**src/rtl/pav_pkg.sv**
```systemverilog
// shared types and constants for the polyphonic voice allocator
package pav_pkg;

  localparam int NOTE_W  = 7;
  localparam int STAMP_W = 32;
  localparam int IN_W    = 24;
  localparam int OUT_W   = 40;

  localparam logic [NOTE_W-1:0] FULL_LEVEL = 7'd127;

  typedef enum logic [1:0] {
    CMD_NOTE_ON    = 2'd0,
    CMD_NOTE_OFF   = 2'd1,
    CMD_ALL_OFF    = 2'd2,
    CMD_VOICE_DONE = 2'd3
  } cmd_t;

  typedef enum logic [1:0] {
    ACT_NONE    = 2'd0,
    ACT_START   = 2'd1,
    ACT_RELEASE = 2'd2
  } action_t;

  typedef struct packed {
    logic          stolen;
    logic [15:0]   release_mask;
    logic [6:0]    voice_level;
    logic [6:0]    voice_note;
    logic [3:0]    voice_index;
    action_t       action;
  } result_t;

endpackage

```
**src/rtl/poly_voice_allocator_core.sv**
```systemverilog
// polyphonic voice allocator: note/stamp memory walked once per note request
// note-on/note-off: one voice read per cycle from the voice memory during the scan;
//   the next request is taken once the result is loaded, which waits for a free output slot
// all-off and voice-done skip the scan and go straight to the result state
// reset (synchronous, rst_n low) clears the active, done and valid flags, the stamp counter and vel_to_level;
// the voice memory needs no clearing since inactive voices never use its contents
module poly_voice_allocator_core #(
  parameter int VOICE_COUNT = 16
) (
  input  logic        clk,
  input  logic        rst_n,
  input  logic        cfg_wr_en,
  input  logic        cfg_wr_data,   // vel_to_level
  input  logic        in_tvalid,
  output logic        in_tready,
  input  logic [23:0] in_tdata,      // command[1:0] note[8:2] velocity[15:9] done_voice[19:16]
  output logic        out_tvalid,
  input  logic        out_tready,
  output logic [39:0] out_tdata      // action[1:0] voice_index[5:2] voice_note[12:6]
                                     // voice_level[19:13] release_mask[35:20] stolen[36]
);
  import pav_pkg::*;

  localparam int IW = $clog2(VOICE_COUNT);
  localparam int CW = $clog2(VOICE_COUNT + 1);
  localparam int XW = (IW > 4) ? IW : 4;
  localparam int MW = (VOICE_COUNT > 16) ? VOICE_COUNT : 16;
  localparam int DW = NOTE_W + STAMP_W;

  typedef enum logic [1:0] {
    S_IDLE,
    S_SCAN,
    S_RESULT
  } state_t;

  state_t                 state_r;
  cmd_t                   cmd_r;
  logic [NOTE_W-1:0]      note_r;
  logic [NOTE_W-1:0]      vel_r;
  logic [3:0]             dv_r;
  logic                   vel_to_level_r;
  logic [VOICE_COUNT-1:0] active_r;
  logic [VOICE_COUNT-1:0] done_r;
  logic [STAMP_W-1:0]     stamp_cnt_r;

  logic [CW-1:0]          iss_r;
  logic                   rd_vld_r;
  logic [IW-1:0]          rd_idx_r;
  logic                   hit_found_r;
  logic [IW-1:0]          hit_idx_r;
  logic                   free_found_r;
  logic [IW-1:0]          free_idx_r;
  logic [IW-1:0]          best_idx_r;
  logic [STAMP_W-1:0]     best_stamp_r;
  logic [VOICE_COUNT-1:0] mask_r;

  logic                   out_tvalid_r;
  result_t                out_data_r;

  // voice memory: {note, start stamp}
  logic [DW-1:0]          vmem [VOICE_COUNT];
  logic [DW-1:0]          rd_data_r;
  logic                   rd_en;
  logic                   wr_en;
  logic [IW-1:0]          wr_addr;

  logic [NOTE_W-1:0]      rd_note;
  logic [STAMP_W-1:0]     rd_stamp;
  logic                   rd_act;
  logic                   rd_free;
  logic                   slot_free;
  logic                   in_fire;
  cmd_t                   in_cmd;
  logic [IW-1:0]          pick_idx;
  logic                   pick_stolen;
  logic [STAMP_W-1:0]     stamp_nxt;
  logic [XW-1:0]          pick_ext;
  logic [XW-1:0]          dv_ext;
  logic                   dv_ok;
  logic [VOICE_COUNT-1:0] rel_mask;
  logic [MW-1:0]          rel_ext;
  result_t                res_nxt;

  assign in_tready  = (state_r == S_IDLE);
  assign in_fire    = in_tvalid && in_tready;
  assign out_tvalid = out_tvalid_r;
  assign out_tdata  = OUT_W'(out_data_r);
  assign slot_free  = !out_tvalid_r || out_tready;

  // zero velocity turns a note-on into a note-off
  always_comb begin
    in_cmd = cmd_t'(in_tdata[1:0]);
    if (in_cmd == CMD_NOTE_ON && in_tdata[15:9] == '0) begin
      in_cmd = CMD_NOTE_OFF;
    end
  end

  assign rd_en    = (state_r == S_SCAN) && (iss_r < CW'(VOICE_COUNT));
  assign rd_note  = rd_data_r[DW-1:STAMP_W];
  assign rd_stamp = rd_data_r[STAMP_W-1:0];
  assign rd_act   = active_r[rd_idx_r];
  assign rd_free  = !active_r[rd_idx_r] || done_r[rd_idx_r];

  assign pick_idx    = hit_found_r ? hit_idx_r : (free_found_r ? free_idx_r : best_idx_r);
  assign pick_stolen = !hit_found_r && !free_found_r;
  assign stamp_nxt   = stamp_cnt_r + 1'b1;
  assign pick_ext    = XW'(pick_idx);
  assign dv_ext      = XW'(dv_r);
  assign dv_ok       = (32'(dv_r) < VOICE_COUNT);
  assign rel_mask    = (cmd_r == CMD_ALL_OFF) ? '1 : mask_r;
  assign rel_ext     = MW'(rel_mask);

  assign wr_en   = (state_r == S_RESULT) && slot_free && (cmd_r == CMD_NOTE_ON);
  assign wr_addr = pick_idx;

  always_comb begin
    res_nxt = '0;
    case (cmd_r)
      CMD_NOTE_ON: begin
        res_nxt.action      = ACT_START;
        res_nxt.voice_index = pick_ext[3:0];
        res_nxt.voice_note  = note_r;
        res_nxt.voice_level = vel_to_level_r ? vel_r : FULL_LEVEL;
        res_nxt.stolen      = pick_stolen;
      end
      CMD_NOTE_OFF, CMD_ALL_OFF: begin
        res_nxt.action       = ACT_RELEASE;
        res_nxt.release_mask = rel_ext[15:0];
      end
      default: begin
        res_nxt.action = ACT_NONE;
      end
    endcase
  end

  always_ff @(posedge clk) begin
    if (wr_en) begin
      vmem[wr_addr] <= {note_r, stamp_nxt};
    end
    if (rd_en) begin
      rd_data_r <= vmem[iss_r[IW-1:0]];
    end
  end

  always_ff @(posedge clk) begin
    if (!rst_n) begin
      state_r        <= S_IDLE;
      vel_to_level_r <= 1'b0;
      active_r       <= '0;
      done_r         <= '0;
      stamp_cnt_r    <= '0;
      rd_vld_r       <= 1'b0;
      out_tvalid_r   <= 1'b0;
      iss_r          <= '0;
    end else begin
      if (cfg_wr_en) begin
        vel_to_level_r <= cfg_wr_data;
      end
      // in S_RESULT the output register is reloaded below instead
      if (out_tvalid_r && out_tready && state_r != S_RESULT) begin
        out_tvalid_r <= 1'b0;
      end
      rd_vld_r <= rd_en;
      if (rd_en) begin
        rd_idx_r <= iss_r[IW-1:0];
        iss_r    <= iss_r + 1'b1;
      end

      case (state_r)
        S_IDLE: begin
          if (in_fire) begin
            cmd_r        <= in_cmd;
            note_r       <= in_tdata[8:2];
            vel_r        <= in_tdata[15:9];
            dv_r         <= in_tdata[19:16];
            iss_r        <= '0;
            hit_found_r  <= 1'b0;
            free_found_r <= 1'b0;
            mask_r       <= '0;
            if (in_cmd == CMD_NOTE_ON || in_cmd == CMD_NOTE_OFF) begin
              state_r <= S_SCAN;
            end else begin
              state_r <= S_RESULT;
            end
          end
        end
        S_SCAN: begin
          if (rd_vld_r) begin
            if (rd_act && rd_note == note_r) begin
              mask_r[rd_idx_r] <= 1'b1;
              if (!hit_found_r) begin
                hit_found_r <= 1'b1;
                hit_idx_r   <= rd_idx_r;
              end
            end
            if (rd_free && !free_found_r) begin
              free_found_r <= 1'b1;
              free_idx_r   <= rd_idx_r;
            end
            // strict less-than keeps the lowest index on equal stamps
            if (rd_idx_r == '0 || rd_stamp < best_stamp_r) begin
              best_idx_r   <= rd_idx_r;
              best_stamp_r <= rd_stamp;
            end
            if (rd_idx_r == IW'(VOICE_COUNT - 1)) begin
              state_r <= S_RESULT;
            end
          end
        end
        S_RESULT: begin
          if (slot_free) begin
            out_tvalid_r <= 1'b1;
            out_data_r   <= res_nxt;
            state_r      <= S_IDLE;
            if (cmd_r == CMD_NOTE_ON) begin
              active_r[pick_idx] <= 1'b1;
              done_r[pick_idx]   <= 1'b0;
              stamp_cnt_r        <= stamp_nxt;
            end else if (cmd_r == CMD_VOICE_DONE && dv_ok) begin
              done_r[dv_ext[IW-1:0]] <= 1'b1;
            end
          end
        end
        default: begin
          state_r <= S_IDLE;
        end
      endcase
    end
  end

endmodule

```
**config.mk**
```make
export PLATFORM = sky130hd
export DESIGN_NAME = poly_voice_allocator_core
export DESIGN_NICKNAME = d
export VERILOG_FILES = /design/src/rtl/pav_pkg.sv /design/src/rtl/poly_voice_allocator_core.sv
export SDC_FILE = /design/constraint.sdc
export NUM_CORES = 1
export LEC_CHECK = 0
export BUFFER_PORTS_ARGS = -buffer_cell sky130_fd_sc_hd__buf_2
export CORE_AREA = 2 2 303 230
export DETAILED_ROUTE_END_ITERATION = 10
export DIE_AREA = 0 0 305 232
export GPL_TIMING_DRIVEN = 1
export PLACE_DENSITY = 0.65
export SLEW_MARGIN = 0
export SYNTH_ARGS = -nofsm -noshare
export SYNTH_HDL_FRONTEND = slang
export SYNTH_SLANG_ARGS = --single-unit
```
**constraint.sdc**
```tcl
create_clock -name clk -period 5.4 [get_ports clk]
set_input_delay 0.27 -clock clk [delete_from_list [all_inputs] [get_ports clk]]
set_output_delay 0.27 -clock clk [all_outputs]
set_load 0.05 [all_outputs]
```
==> flow_summary_export.csv <==
group,metric,value,unit
place,dpl.hpwl,43000,µm
flow_run,drv_cap,0,
global_route,grt_usage,0.210,
logic_synthesis,synth_compound_area_frac,0.0293,
setup_path,cp_max_fo,31,
die,start_util,0.495,
sta,whs,0.0430,ns
finish,nNetsFinal,1909,
clocking,ctsLongestPathBuffers,3,
clocking,numClockSinks,860,
clocking,cts-buffers-inserted,80,
finish,fin_util,0.561,
route,ant_nets,0,
logic_synthesis,seq_area_frac_synth,0.747,
place,dp_cells,2630,
logic_synthesis,yosys_warnings,0,
logic_synthesis,synth_top_family_by_area,"multiplexers",
logic_synthesis,synth_cells,1712,
route,drt-total-wl,72500,µm
setup_path,crit_type,"flop to flop",
place,gp_congestion,0.795,
clocking,htree_num_levels,3,
logic_synthesis,synthMuxAreaShare,0.138,
clocking,cts_resized,0,
die,fp-row-count,83,
finish,antenna_cells,0,
route,vias_per_cell,5.99,
setup_path,worstPathArrival,4.08,ns
clocking,clkLatencyLatePin,0.62,ns
setup_path,required,5.70,ns
global_route,grt_antenna_before_repair,0,
logic_synthesis,synthSimpleGateAreaFrac,0.0417,
die,io_pins,72,
global_route,grt_pass1_vias,16800,
finish,drive_gt1_frac,0.250,
sta,setup_violations,0,
sta,final_max_slew_viol_count,0,
die,fp.dieH,232,µm
logic_synthesis,synthesis.area,33600,µm²
finish,final_common_cell,"edfxtp_1",
die,core,67800,µm²
logic_synthesis,synthXorXnorAreaFrac,0.0149,
logic_synthesis,yosys.area_share.adder,0.0130,
finish,synthToLayoutAreaGrowth,13.2,%
hold_path,min_path_type,"input port to flop",
clocking,cts.clk_slew.worst_paths,0.06,ns
route,drtIter0Drc,1673,
route,dr.pass1.iters,5,
pwr,vdd_drop_max,0.000273,V
setup_path,critPathCaptureType,"flop",
setup_path,start_kind,"flop",
die,die_area,70800,µm²
sta,fmax,264,MHz
finish,layout_common_cells,"786 x edfxtp_1, 203 x mux4_2, 82 x clkbuf_16, 70 x dfxtp_1",
finish,fillCellCount,5086,
global_route,grt_max_degree,74,
sta,relSlewSlack,0.0898,
logic_synthesis,synthArstFlopShare,0,
clocking,clock-root-buffer,"clkbuf_16",
logic_synthesis,ys_types,58,
run_status,status,"complete, no violations",
pwr,power_density,341,nW/µm²
route,drc,0,
global_route,grt_pass1_wl,109000,µm
logic_synthesis,synth-seq-cells,860,
sta,fin_crit,3.78,ns
global_route,grt_overflow,0,
place,io_buffers,64,
sta,period_share,0.701,
logic_synthesis,synth_ff_type,"edfxtp_1",
logic_synthesis,avgSynthCellArea,19.6,µm²
logic_synthesis,synth_edf_count,786,
route,vias,16700,
route,wl_per_cell,25.9,µm
clocking,cts_tree,"done",
sta,fin_skew,0.0191,ns
finish,final_cells,2794,
sta,final_hold_viol_count,0,
sta,worstMarginPinSlew,1.36,ns
sta,rsz0062_at_grt,"false",
sta,fin_tns_setup,0,ns
die,die_w,305,µm
pwr,power_leakage,10.9,nW
## worst max-delay path: stages (launching register included)
cell	delay [ns]
edfxtp_1	0.40
inv_1	0.07
ha_1	0.70
nand3_1	0.14
buf_4	0.28
or3_1	0.57
nor2_4	0.83
buf_4	0.43
## cells in the mapped netlist (2+ instances only)
cell type	n	area [µm²]
and4_1	4	35.0
nand3_1	23	115
nor3b_1	3	22.5
mux4_2	203	4570
nor4_1	7	43.8
nand4_2	2	25.0
a211oi_1	3	22.5
nand4_1	13	81.3
and3_1	6	37.5
edfxtp_1	786	23600
nand3b_1	2	15.0
mux2i_1	5	50.1
o21ai_0	22	110
clkbuf_1	58	218
buf_2	16	80.1
nor2b_1	9	56.3
a22oi_1	5	37.5
or3_1	13	81.3
nor3_1	19	95.1
mux2_2	2	22.5
o31ai_1	2	15.0
nor2_1	81	304
xor2_1	32	280
buf_4	3	22.5
or2_2	7	43.8
and2_1	13	81.3
inv_1	47	176
ha_1	35	438
or4_1	5	37.5
xnor2_1	25	219
nand2_1	45	169
a21oi_1	46	230
a31oi_1	5	31.3
o21a_1	36	270
dfxtp_1	74	1480
nand2b_1	9	56.3
o221a_2	12	135
a21boi_0	7	52.6
buf_1	8	30.0
## sequential cells by signal (all words and copies together), names as in the netlist, 2 cells and up
register,cells
mask_r,16
done_r,16
rd_data_r,39
best_stamp_r,32
rd_idx_r,4
vel_r,7
free_idx_r,4
hit_idx_r,4
best_idx_r,4
note_r,7
out_tdata,37
active_r,16
vmem,624
stamp_cnt_r,32
dv_ext,4
iss_r,5
cmd_r,2
state_r,2
## per-stage QoR
stage	worst slack (ns)	area (µm²)	total power, mW
2_1_floorplan	1.55	33600	7.65
3_3_place_gp	1.68	35300	7.74
3_5_place_dp	1.60	35300	7.75
5_1_grt	1.41	38000	13.4
4_1_cts	1.56	38000	13.1
6_report	1.62	38000	13.0
## power breakdown
group / leakage, nW / internal, mW / switching, mW
Sequential: 6.80 / 7.25 / 0.0546
Clock: 1.18 / 3.02 / 2.32
Combinational: 2.93 / 0.120 / 0.196
Total: 10.9 / 10.4 / 2.57
## cells by family after synthesis
logic type,Yosys count
and+or+nand+nor,268
DFF,860
other,1
muxes,210
adders and majority gates,35
AOI/OAI and AO/OA,148
buffers and inverters,133
xor gates and xnor gates,57
## area by class of cell
cell class	instances	area (µm²)	share of cell area
timing repair buffer	134	1000	0.0263
sequential	860	25100	0.660
multi-input combinational	721	8180	0.215
clock inverter	39	322	0.00846
tap	892	1120	0.0294
inverter	47	176	0.00464
clock buffer	101	2120	0.0558
## per-layer routing
metal  track usage  vias up  wire, µm
met2         0.314      616     33000
met4        0.0476        0      1240
met5             0        -         0
met3        0.0441       91      5700
met1         0.319     8861     32500
li1              -     7175         -
## worst paths after layout
kind	from	endpoint	slack [ns]	cells after the start
max	cmd_r[1]	vmem[14][11]	1.62	7
min	out_tready	out_tvalid	0.04	3
max reg2reg	cmd_r[1]	vmem[14][11]	1.62	7
min reg2reg	rd_data_r[24]	best_stamp_r[24]	0.45	0
## what timing repair did
action,4_1_cts,5_1_grt
setup buffers,0,0
hold buffers,22,0
endpoints found under the hold margin,21,0
(Power assumes the default switching activity.)
